**src/rtl/bosi_pkg.sv**
```systemverilog
// Shared types, codes and constants of the bind opcode stream interpreter.
`timescale 1ns / 1ps

package bosi_pkg;

  // Number of segment base registers that exist.
  localparam int SegmentSlots = 4;
  localparam int SegSelW      = (SegmentSlots > 1) ? $clog2(SegmentSlots) : 1;

  // LEB operand accumulation works in groups of seven bits. Group ten means
  // the shift has reached 70 and further bytes are dropped.
  localparam int LebMaxGroups  = 10;
  localparam int LebSignGroups = 4;

  // Configuration port.
  localparam int CfgIdxW  = 3;
  localparam int CfgDataW = 32;
  localparam logic [CfgIdxW-1:0] CFG_SEG_COUNT      = 3'd0;
  localparam logic [CfgIdxW-1:0] CFG_SEG_BASE_FIRST = 3'd1;

  // Bind opcodes (high nibble of an opcode byte).
  localparam logic [3:0] OP_DONE            = 4'h0;
  localparam logic [3:0] OP_SET_ORD_IMM     = 4'h1;
  localparam logic [3:0] OP_SET_ORD_ULEB    = 4'h2;
  localparam logic [3:0] OP_SET_ORD_SPECIAL = 4'h3;
  localparam logic [3:0] OP_SET_SYMBOL      = 4'h4;
  localparam logic [3:0] OP_SET_TYPE        = 4'h5;
  localparam logic [3:0] OP_SET_ADDEND      = 4'h6;
  localparam logic [3:0] OP_SET_SEG_OFFSET  = 4'h7;
  localparam logic [3:0] OP_ADD_ADDR        = 4'h8;
  localparam logic [3:0] OP_BIND            = 4'h9;
  localparam logic [3:0] OP_BIND_ADD_ULEB   = 4'hA;
  localparam logic [3:0] OP_BIND_ADD_IMM    = 4'hB;
  localparam logic [3:0] OP_BIND_ULEB_TIMES = 4'hC;

  localparam logic [7:0] SpecialOrdinalHi = 8'hF0;

  typedef enum logic [1:0] {
    PH_OPCODE = 2'd0,
    PH_LEB1   = 2'd1,
    PH_LEB2   = 2'd2,
    PH_NAME   = 2'd3
  } phase_e;

  typedef enum logic [1:0] {
    KIND_BIND      = 2'd0,
    KIND_NAME_BYTE = 2'd1,
    KIND_NAME_END  = 2'd2,
    KIND_UNKNOWN   = 2'd3
  } kind_e;

  typedef struct packed {
    kind_e              kind;
    logic [31:0]        bind_address;
    logic [31:0]        repeat_count;
    logic [32:0]        stride;
    logic [7:0]         name_byte;
    logic [31:0]        lib_ordinal;
    logic [3:0]         bind_type;
    logic signed [31:0] addend;
  } result_t;

  typedef struct packed {
    logic [63:0] accum;
    logic [3:0]  groups;
    logic        more;
    logic [31:0] sleb;
  } leb_t;

endpackage

```
**src/rtl/bind_opcode_stream_interpreter_unit.sv**
```systemverilog
// Top level of the bind opcode stream interpreter: parse state and result logic.
`timescale 1ns / 1ps

// The unit reads a dynamic-link bind opcode table one byte per request and
// produces at most one result per byte: a bind (address, repeat count and
// stride), a symbol name byte, a name end, or an unknown-opcode error. It takes
// a new byte in every clock cycle; the result of a byte is registered and shows
// in the cycle after the byte is accepted; the only thing that can hold
// the input back is a full result register whose result the consumer has not
// taken yet. The repeat-bind opcode multiplies its count by its skip in a
// single 32 by 32 multiplier whose product is registered and folded into the
// offset by the next byte, so back-to-back binds still see the right address.
// Segment base registers and the segment count must be written while no
// request is in flight. A byte flagged as the last one of a table returns all
// parse and symbol state to its reset value after it has been handled.
module bind_opcode_stream_interpreter_unit (
  input  logic                          clk_i,
  input  logic                          rst_ni,
  input  logic                          cfg_we_i,
  input  logic [bosi_pkg::CfgIdxW-1:0]  cfg_idx_i,
  input  logic [bosi_pkg::CfgDataW-1:0] cfg_data_i,
  input  logic                          in_valid_i,
  output logic                          in_ready_o,
  input  logic [7:0]                    table_byte_i,
  input  logic                          last_byte_i,
  output logic                          out_valid_o,
  input  logic                          out_ready_i,
  output logic [1:0]                    kind_o,
  output logic [31:0]                   bind_address_o,
  output logic [31:0]                   repeat_count_o,
  output logic [32:0]                   stride_o,
  output logic [7:0]                    name_byte_o,
  output logic [31:0]                   lib_ordinal_o,
  output logic [3:0]                    bind_type_o,
  output logic signed [31:0]            addend_o
);

  // Parse and symbol state.
  bosi_pkg::phase_e   phase_q, phase_d;
  logic [3:0]         pending_q, pending_d;
  logic [63:0]        accum_q, accum_d;
  logic [3:0]         groups_q, groups_d;
  logic [31:0]        first_q, first_d;
  logic [31:0]        ord_q, ord_d;
  logic [3:0]         type_q, type_d;
  logic [3:0]         seg_q, seg_d;
  logic [63:0]        offset_q, offset_d;
  // Offset increment that has not been added yet.
  logic [63:0]        pend_q, pend_d;
  logic signed [31:0] addend_q, addend_d;

  logic               in_fire;
  logic               emit;
  logic               space;
  bosi_pkg::result_t  res;
  bosi_pkg::result_t  res_out;
  bosi_pkg::leb_t     leb;
  logic               seg_valid;
  logic [31:0]        seg_base;
  logic [31:0]        bind_addr;
  logic [63:0]        eff_offset;
  logic [31:0]        leb_lo;
  logic [63:0]        prod;
  logic [32:0]        imm_stride;
  logic [3:0]         op;
  logic [3:0]         imm;

  assign in_ready_o = space;
  assign in_fire    = in_valid_i && in_ready_o;
  assign op         = table_byte_i[7:4];
  assign imm        = table_byte_i[3:0];

  bosi_leb u_leb (
    .accum_i  (accum_q),
    .groups_i (groups_q),
    .byte_i   (table_byte_i),
    .leb_o    (leb)
  );

  bosi_cfg u_cfg (
    .clk_i       (clk_i),
    .rst_ni      (rst_ni),
    .cfg_we_i    (cfg_we_i),
    .cfg_idx_i   (cfg_idx_i),
    .cfg_data_i  (cfg_data_i),
    .seg_i       (seg_q),
    .seg_valid_o (seg_valid),
    .seg_base_o  (seg_base)
  );

  // The offset the current byte sees is the stored offset plus the increment
  // left behind by the previous bind or add.
  assign eff_offset = offset_q + pend_q;
  assign leb_lo     = leb.accum[31:0];
  assign prod       = {32'd0, first_q} * {32'd0, leb_lo};
  assign imm_stride = {27'd0, imm, 2'b00} + 33'd4;
  // A bind into a segment that is not programmed reports address zero.
  assign bind_addr  = seg_valid ? (seg_base + eff_offset[31:0]) : 32'd0;

  always_comb begin
    phase_d   = phase_q;
    pending_d = pending_q;
    accum_d   = accum_q;
    groups_d  = groups_q;
    first_d   = first_q;
    ord_d     = ord_q;
    type_d    = type_q;
    seg_d     = seg_q;
    offset_d  = eff_offset;
    pend_d    = '0;
    addend_d  = addend_q;
    emit      = 1'b0;

    // Everything but the bind fields reports the state before this byte.
    res.kind         = bosi_pkg::KIND_BIND;
    res.bind_address = '0;
    res.repeat_count = '0;
    res.stride       = '0;
    res.name_byte    = '0;
    res.lib_ordinal  = ord_q;
    res.bind_type    = type_q;
    res.addend       = addend_q;

    case (phase_q)
      bosi_pkg::PH_OPCODE: begin
        unique case (op)
          bosi_pkg::OP_DONE: begin
          end
          bosi_pkg::OP_SET_ORD_IMM: begin
            ord_d = {28'd0, imm};
          end
          bosi_pkg::OP_SET_ORD_SPECIAL: begin
            ord_d = (imm == 4'd0) ? 32'd0 :
                    {24'd0, bosi_pkg::SpecialOrdinalHi | {4'd0, imm}};
          end
          bosi_pkg::OP_SET_SYMBOL: begin
            pending_d = op;
            phase_d   = bosi_pkg::PH_NAME;
          end
          bosi_pkg::OP_SET_TYPE: begin
            type_d = imm;
          end
          bosi_pkg::OP_SET_SEG_OFFSET, bosi_pkg::OP_SET_ORD_ULEB,
          bosi_pkg::OP_SET_ADDEND, bosi_pkg::OP_ADD_ADDR,
          bosi_pkg::OP_BIND_ADD_ULEB, bosi_pkg::OP_BIND_ULEB_TIMES: begin
            if (op == bosi_pkg::OP_SET_SEG_OFFSET) begin
              seg_d = imm;
            end
            pending_d = op;
            phase_d   = bosi_pkg::PH_LEB1;
            accum_d   = '0;
            groups_d  = '0;
          end
          bosi_pkg::OP_BIND: begin
            emit             = 1'b1;
            res.bind_address = bind_addr;
            res.repeat_count = 32'd1;
            res.stride       = 33'd4;
            pend_d           = 64'd4;
          end
          bosi_pkg::OP_BIND_ADD_IMM: begin
            emit             = 1'b1;
            res.bind_address = bind_addr;
            res.repeat_count = 32'd1;
            res.stride       = imm_stride;
            pend_d           = {31'd0, imm_stride};
          end
          default: begin
            emit     = 1'b1;
            res.kind = bosi_pkg::KIND_UNKNOWN;
          end
        endcase
      end

      bosi_pkg::PH_NAME: begin
        emit = 1'b1;
        if (table_byte_i != 8'd0) begin
          res.kind      = bosi_pkg::KIND_NAME_BYTE;
          res.name_byte = table_byte_i;
        end else begin
          res.kind = bosi_pkg::KIND_NAME_END;
          phase_d  = bosi_pkg::PH_OPCODE;
        end
      end

      default: begin
        // One of the two LEB operand phases.
        accum_d  = leb.accum;
        groups_d = leb.groups;
        if (!leb.more) begin
          phase_d = bosi_pkg::PH_OPCODE;
          if (pending_q == bosi_pkg::OP_BIND_ULEB_TIMES) begin
            if (phase_q == bosi_pkg::PH_LEB1) begin
              first_d  = leb_lo;
              phase_d  = bosi_pkg::PH_LEB2;
              accum_d  = '0;
              groups_d = '0;
            end else if (first_q != 32'd0) begin
              // count * (4 + skip) = count * skip + count * 4.
              emit             = 1'b1;
              res.bind_address = bind_addr;
              res.repeat_count = first_q;
              res.stride       = {1'b0, leb_lo} + 33'd4;
              offset_d         = eff_offset + {30'd0, first_q, 2'b00};
              pend_d           = prod;
            end
          end else begin
            unique case (pending_q)
              bosi_pkg::OP_SET_ORD_ULEB: begin
                ord_d = leb_lo;
              end
              bosi_pkg::OP_SET_ADDEND: begin
                addend_d = leb.sleb;
              end
              bosi_pkg::OP_SET_SEG_OFFSET: begin
                offset_d = leb.accum;
              end
              bosi_pkg::OP_ADD_ADDR: begin
                pend_d = leb.accum;
              end
              bosi_pkg::OP_BIND_ADD_ULEB: begin
                emit             = 1'b1;
                res.bind_address = bind_addr;
                res.repeat_count = 32'd1;
                res.stride       = {1'b0, leb_lo} + 33'd4;
                pend_d           = leb.accum + 64'd4;
              end
              default: begin
              end
            endcase
          end
        end
      end
    endcase

    // The last byte of a table returns all parse and symbol state to reset.
    if (last_byte_i) begin
      phase_d   = bosi_pkg::PH_OPCODE;
      pending_d = '0;
      accum_d   = '0;
      groups_d  = '0;
      first_d   = '0;
      ord_d     = '0;
      type_d    = '0;
      seg_d     = '0;
      offset_d  = '0;
      pend_d    = '0;
      addend_d  = '0;
    end
  end

  always_ff @(posedge clk_i or negedge rst_ni) begin
    if (!rst_ni) begin
      phase_q   <= bosi_pkg::PH_OPCODE;
      pending_q <= '0;
      accum_q   <= '0;
      groups_q  <= '0;
      first_q   <= '0;
      ord_q     <= '0;
      type_q    <= '0;
      seg_q     <= '0;
      offset_q  <= '0;
      pend_q    <= '0;
      addend_q  <= '0;
    end else if (in_fire) begin
      phase_q   <= phase_d;
      pending_q <= pending_d;
      accum_q   <= accum_d;
      groups_q  <= groups_d;
      first_q   <= first_d;
      ord_q     <= ord_d;
      type_q    <= type_d;
      seg_q     <= seg_d;
      offset_q  <= offset_d;
      pend_q    <= pend_d;
      addend_q  <= addend_d;
    end
  end

  bosi_out_stage u_out (
    .clk_i    (clk_i),
    .rst_ni   (rst_ni),
    .load_i   (in_fire && emit),
    .result_i (res),
    .space_o  (space),
    .valid_o  (out_valid_o),
    .ready_i  (out_ready_i),
    .result_o (res_out)
  );

  assign kind_o         = res_out.kind;
  assign bind_address_o = res_out.bind_address;
  assign repeat_count_o = res_out.repeat_count;
  assign stride_o       = res_out.stride;
  assign name_byte_o    = res_out.name_byte;
  assign lib_ordinal_o  = res_out.lib_ordinal;
  assign bind_type_o    = res_out.bind_type;
  assign addend_o       = res_out.addend;

  // A new result appears only after a request was accepted.
  assert property (@(posedge clk_i) disable iff (!rst_ni)
    $rose(out_valid_o) |-> $past(in_valid_i && in_ready_o))
    else $error("result appeared without an accepted request");

  // The last byte of a table leaves the parser clean.
  assert property (@(posedge clk_i) disable iff (!rst_ni)
    (in_fire && last_byte_i) |=>
      (phase_q == bosi_pkg::PH_OPCODE && offset_q == 64'd0 && pend_q == 64'd0))
    else $error("parse state not cleared after last byte");

  // The LEB group counter saturates.
  assert property (@(posedge clk_i) disable iff (!rst_ni)
    groups_q <= 4'(bosi_pkg::LebMaxGroups))
    else $error("LEB group counter out of range");

  // Only bind results carry address, count and stride.
  assert property (@(posedge clk_i) disable iff (!rst_ni)
    (out_valid_o && kind_o != bosi_pkg::KIND_BIND) |->
      (bind_address_o == 32'd0 && repeat_count_o == 32'd0 && stride_o == 33'd0))
    else $error("non-bind result carries bind fields");

  // A bind result always has a nonzero count and at least a stride of four.
  assert property (@(posedge clk_i) disable iff (!rst_ni)
    (out_valid_o && kind_o == bosi_pkg::KIND_BIND) |->
      (repeat_count_o != 32'd0 && stride_o >= 33'd4))
    else $error("bind result with zero count or short stride");

endmodule

```
**src/rtl/bosi_leb.sv**
```systemverilog
// LEB128 operand step: merges one byte into the accumulator and sign-extends.
`timescale 1ns / 1ps

module bosi_leb (
  input  logic [63:0]     accum_i,
  input  logic [3:0]      groups_i,
  input  logic [7:0]      byte_i,
  output bosi_pkg::leb_t  leb_o
);

  logic [63:0] part;
  logic [63:0] accum;
  logic [31:0] sleb;

  always_comb begin
    part = '0;
    for (int g = 0; g < bosi_pkg::LebMaxGroups; g++) begin
      if (groups_i == 4'(g)) begin
        part = {57'd0, byte_i[6:0]} << (7 * g);
      end
    end
    accum = accum_i | part;
  end

  // The sign comes from bit 6 of the final byte and only matters while the
  // top of that byte sits below bit 32.
  always_comb begin
    sleb = accum[31:0];
    for (int g = 0; g < bosi_pkg::LebSignGroups; g++) begin
      if (groups_i == 4'(g) && byte_i[6]) begin
        sleb = sleb | (32'hFFFF_FFFF << (7 * g + 7));
      end
    end
  end

  always_comb begin
    leb_o.accum  = accum;
    leb_o.more   = byte_i[7];
    leb_o.sleb   = sleb;
    leb_o.groups = (byte_i[7] && groups_i < 4'(bosi_pkg::LebMaxGroups)) ?
                   groups_i + 4'd1 : groups_i;
  end

endmodule

```
**src/rtl/bosi_cfg.sv**
```systemverilog
// Segment configuration registers and the segment base lookup.
`timescale 1ns / 1ps

module bosi_cfg (
  input  logic                           clk_i,
  input  logic                           rst_ni,
  input  logic                           cfg_we_i,
  input  logic [bosi_pkg::CfgIdxW-1:0]   cfg_idx_i,
  input  logic [bosi_pkg::CfgDataW-1:0]  cfg_data_i,
  input  logic [3:0]                     seg_i,
  output logic                           seg_valid_o,
  output logic [31:0]                    seg_base_o
);

  logic [2:0]  seg_count_q;
  logic [31:0] base_q [bosi_pkg::SegmentSlots];
  logic        seg_valid;

  always_ff @(posedge clk_i or negedge rst_ni) begin
    if (!rst_ni) begin
      seg_count_q <= '0;
      for (int i = 0; i < bosi_pkg::SegmentSlots; i++) begin
        base_q[i] <= '0;
      end
    end else if (cfg_we_i) begin
      if (cfg_idx_i == bosi_pkg::CFG_SEG_COUNT) begin
        seg_count_q <= cfg_data_i[2:0];
      end else if (cfg_idx_i < bosi_pkg::CFG_SEG_BASE_FIRST +
                   bosi_pkg::CfgIdxW'(bosi_pkg::SegmentSlots)) begin
        base_q[bosi_pkg::SegSelW'(cfg_idx_i - bosi_pkg::CFG_SEG_BASE_FIRST)] <=
          cfg_data_i;
      end
    end
  end

  // A segment is usable only below both the programmed count and the slots.
  assign seg_valid   = (seg_i < {1'b0, seg_count_q}) &&
                       (seg_i < 4'(bosi_pkg::SegmentSlots));
  assign seg_valid_o = seg_valid;
  assign seg_base_o  = seg_valid ? base_q[seg_i[bosi_pkg::SegSelW-1:0]] : '0;

endmodule

```
**src/rtl/bosi_out_stage.sv**
```systemverilog
// Result register that holds one result until the consumer takes it.
`timescale 1ns / 1ps

module bosi_out_stage (
  input  logic              clk_i,
  input  logic              rst_ni,
  input  logic              load_i,
  input  bosi_pkg::result_t result_i,
  output logic              space_o,
  output logic              valid_o,
  input  logic              ready_i,
  output bosi_pkg::result_t result_o
);

  logic              valid_q;
  logic              valid_d;
  bosi_pkg::result_t result_q;

  assign space_o = !valid_q || ready_i;
  assign valid_d = load_i ? 1'b1 : (valid_q && !ready_i);

  always_ff @(posedge clk_i or negedge rst_ni) begin
    if (!rst_ni) begin
      valid_q <= 1'b0;
    end else begin
      valid_q <= valid_d;
    end
  end

  always_ff @(posedge clk_i) begin
    if (load_i) begin
      result_q <= result_i;
    end
  end

  assign valid_o  = valid_q;
  assign result_o = result_q;

endmodule
```
**config.mk**
```make
export PLATFORM = sky130hd
export DESIGN_NAME = bind_opcode_stream_interpreter_unit
export DESIGN_NICKNAME = d
export VERILOG_FILES = /design/src/rtl/bosi_pkg.sv /design/src/rtl/bind_opcode_stream_interpreter_unit.sv /design/src/rtl/bosi_leb.sv /design/src/rtl/bosi_cfg.sv /design/src/rtl/bosi_out_stage.sv
export SDC_FILE = /design/constraint.sdc
export NUM_CORES = 2
export LEC_CHECK = 0
export ABC_AREA = 0
export BUFFER_PORTS_ARGS = -buffer_cell sky130_fd_sc_hd__buf_2
export CORE_ASPECT_RATIO = 0.6
export CORE_UTILIZATION = 57
export DETAILED_ROUTE_END_ITERATION = 8
export PLACE_DENSITY_LB_ADDON = 0.1
export RECOVER_POWER = 50
export SKIP_LAST_GASP = 1
export SLEW_MARGIN = 25
export SYNTH_ARGS = -nofsm -noshare
export SYNTH_HDL_FRONTEND = slang
export SYNTH_HIERARCHICAL = 1
export SYNTH_SLANG_ARGS = --single-unit
```
**constraint.sdc**
```tcl
create_clock -name clk_i -period 10.8 [get_ports clk_i]
set_input_delay 1.62 -clock clk_i [delete_from_list [all_inputs] [get_ports clk_i]]
set_output_delay 1.62 -clock clk_i [all_outputs]
set_load 0.01 [all_outputs]
```
==> flow_summary.ini <==
[status]
status = finished, violations left
violations = max-capacitance violations, max-slew violations

[worst_setup_path]
r2r_end = pend_q[31]$_DFFE_PN0P_
r2r_slack_ns = 1.11
critPathMaxFanout = 20
cp-start-kind = input pin
path_common_cell = fa_1
worstPathRequired_ns = 11.33
worst-path-buf-inv = 8
critPathMaxStageDelay_ns = 0.69
reg2reg_from = groups_q[0]$_DFFE_PN0P_
reg2regPathDepth = 31
crit_type = input pin to flip-flop
cpLargestDelayFamily = adder cells
cp_slowest_cell = inv_1
arrival_ns = 10.28
worstSetupEndpointType = flip-flop

[synth]
syn-cell-area_mm2 = 0.0433
syn-num-nets = 5036
ys_warn_count = 6
synth_cells = 4350
avgSynthCellArea_um2 = 9.96

[pwr]
power.leakage_nw = 21.9
peakVddDrop_v = 0.000173
p_per_area_mw_per_mm2 = 169

[sta]
setup_viol_count_final = 0
maxSlewHeadroom = -2.40
min_period_ns = 9.75
drv_slew = 481
finalCritPeriodShare = 0.903
hold_ws_ns = 0.443
finalSetupTns_ns = 0
fin_skew_ns = 0.0268
rsz0062_at_grt = no
worstMarginPinSlew_ns = 5.11
max_freq_mhz = 103
hold_viol_final = 0

[floorplan]
die-area_mm2 = 0.0772
initial_core_util = 0.583
io_pins = 226
die-width_um = 358
dieHeight_um = 216
core_mm2 = 0.0744
rows = 77

[min_path]
min_from = type_q[3]$_DFFE_PN0P_
min_to = u_out/result_o[35]$_DFFE_PP_
holdPathStages = 0
hp-class = flip-flop to flip-flop

[cts]
htree_levels = 2
cts.sinks = 517
root_buffer = clkbuf_16
path_clk_slew_ns = 0.07
ctsResizeCount = 0
post-cts-setup-buffers = 0
clk_latency_ns = 0.64
clk_path_buf_depth = 3
tritoncts = done
cts_buffers = 50
cts_hold_buffers = 0

[route]
avgRoutedWirePerCell_um = 25.6
drc = 0
drt_iter0_markers = 3910
routed_via_density = 6.07
drt_first_pass_iters = 8
ant_nets = 0
vias = 33300
drt-total-wl_um = 141000

[cells_and_area]
nNetsFinal = 5146
drive_gt1_frac = 0.119
final_util = 0.634
fillCellCount = 6271
areaGrowthSynthToFinish_pct = 8.81

[global_route]
grt-ovfl-total = 0
grt_max_degree = 152
track_usage = 0.371
antenna_found_initial = 4
grt_pass1_wl_um = 212000
grt_pass1_vias = 32700

[flow_run]
maxCapViolations = 8

[place]
dp_hpwl_um = 105000
portBuffers = 225
gp_congestion = 1.04
through the flow:
stage | instance area (µm²) | std cells | setup WS [ns] | power, mW
4_1_cts | 47300 | 5488 | 1.22 | 7.90
2_1_floorplan | 43300 | 4350 | 1.41 | 4.80
5_1_grt | 47100 | 5489 | 0.659 | 8.39
3_5_place_dp | 45500 | 5394 | 0.900 | 5.97
3_3_place_gp | 45500 | 5394 | 1.02 | 5.95
6_report | 47100 | 5490 | 1.05 | 7.97
state kept, by name, summed over array words and instances (netlist names), 32 cells and up:
register        cells
addend_q           32
pend_q             32
u_out/result_o    175
ord_q              32
accum_q            32
u_cfg/base_q      128
offset_q           32
first_q            32
per-layer routing:
layer | global-route usage | share of wire | vias to the layer above | wire [µm]
li1 | - | - | 14600 | -
met1 | 0.566 | 0.44 | 16600 | 61500
met2 | 0.485 | 0.39 | 1969 | 54700
met3 | 0.157 | 0.15 | 212 | 21000
met4 | 0.0765 | 0.023 | 8 | 3260
met5 | 0.00875 | 0.0011 | - | 158
how the worst max path moves through the flow:
stage,from,to,slack (ns),cells past startpoint
after global placement,table_byte_i[0],pend_q[31]$_DFFE_PN0P_,1.02,30
after floorplan,table_byte_i[2],pend_q[31]$_DFFE_PN0P_,1.41,34
after detailed placement,table_byte_i[0],pend_q[31]$_DFFE_PN0P_,0.90,30
after CTS,groups_q[0]$_DFFE_PN0P_,pend_q[31]$_DFFE_PN0P_,1.22,31
after global routing,groups_q[0]$_DFFE_PN0P_,pend_q[31]$_DFFE_PN0P_,0.66,31
final,table_byte_i[0],pend_q[31]$_DFFE_PN0P_,1.05,30
layout make-up:
cell class,count,area [µm²],area share
Sequential cell,517,13800,0.293
Multi-Input combinational cell,3046,26500,0.563
Clock inverter,20,254,0.00539
Timing Repair Buffer,334,1860,0.0394
Antenna cell,1,2.50,0.0000531
Inverter,511,1920,0.0407
Tap cell,987,1230,0.0262
Clock buffer,74,1530,0.0324
where the power goes:
part | leakage (nW) | internal [mW] | switching, mW | total (mW)
Sequential | 6.10 | 2.38 | 0.219 | 2.60
Combinational | 15.0 | 1.19 | 2.27 | 3.46
Clock | 0.867 | 1.07 | 0.843 | 1.91
Total | 21.9 | 4.64 | 3.33 | 7.97
cells in the final DEF, fill, tap and decap left out, drive strengths merged, types with 26 or more instances in the layout:
master and count:
and2 289, nand2 549, dfrtp 342, nor2 164, edfxtp 175, o22ai 31, a22o 57, nand3 73
buf 276, o21ai 201, inv 516, a21o 75, xor2 79, mux2 138, a21oi 126, clkbuf 132
mux4 32, nor2b 58, nor3 29, o21a 26, fa 411, xnor2 140, ha 226, and3 52
Note: power is estimated with default switching activity, not from simulation.
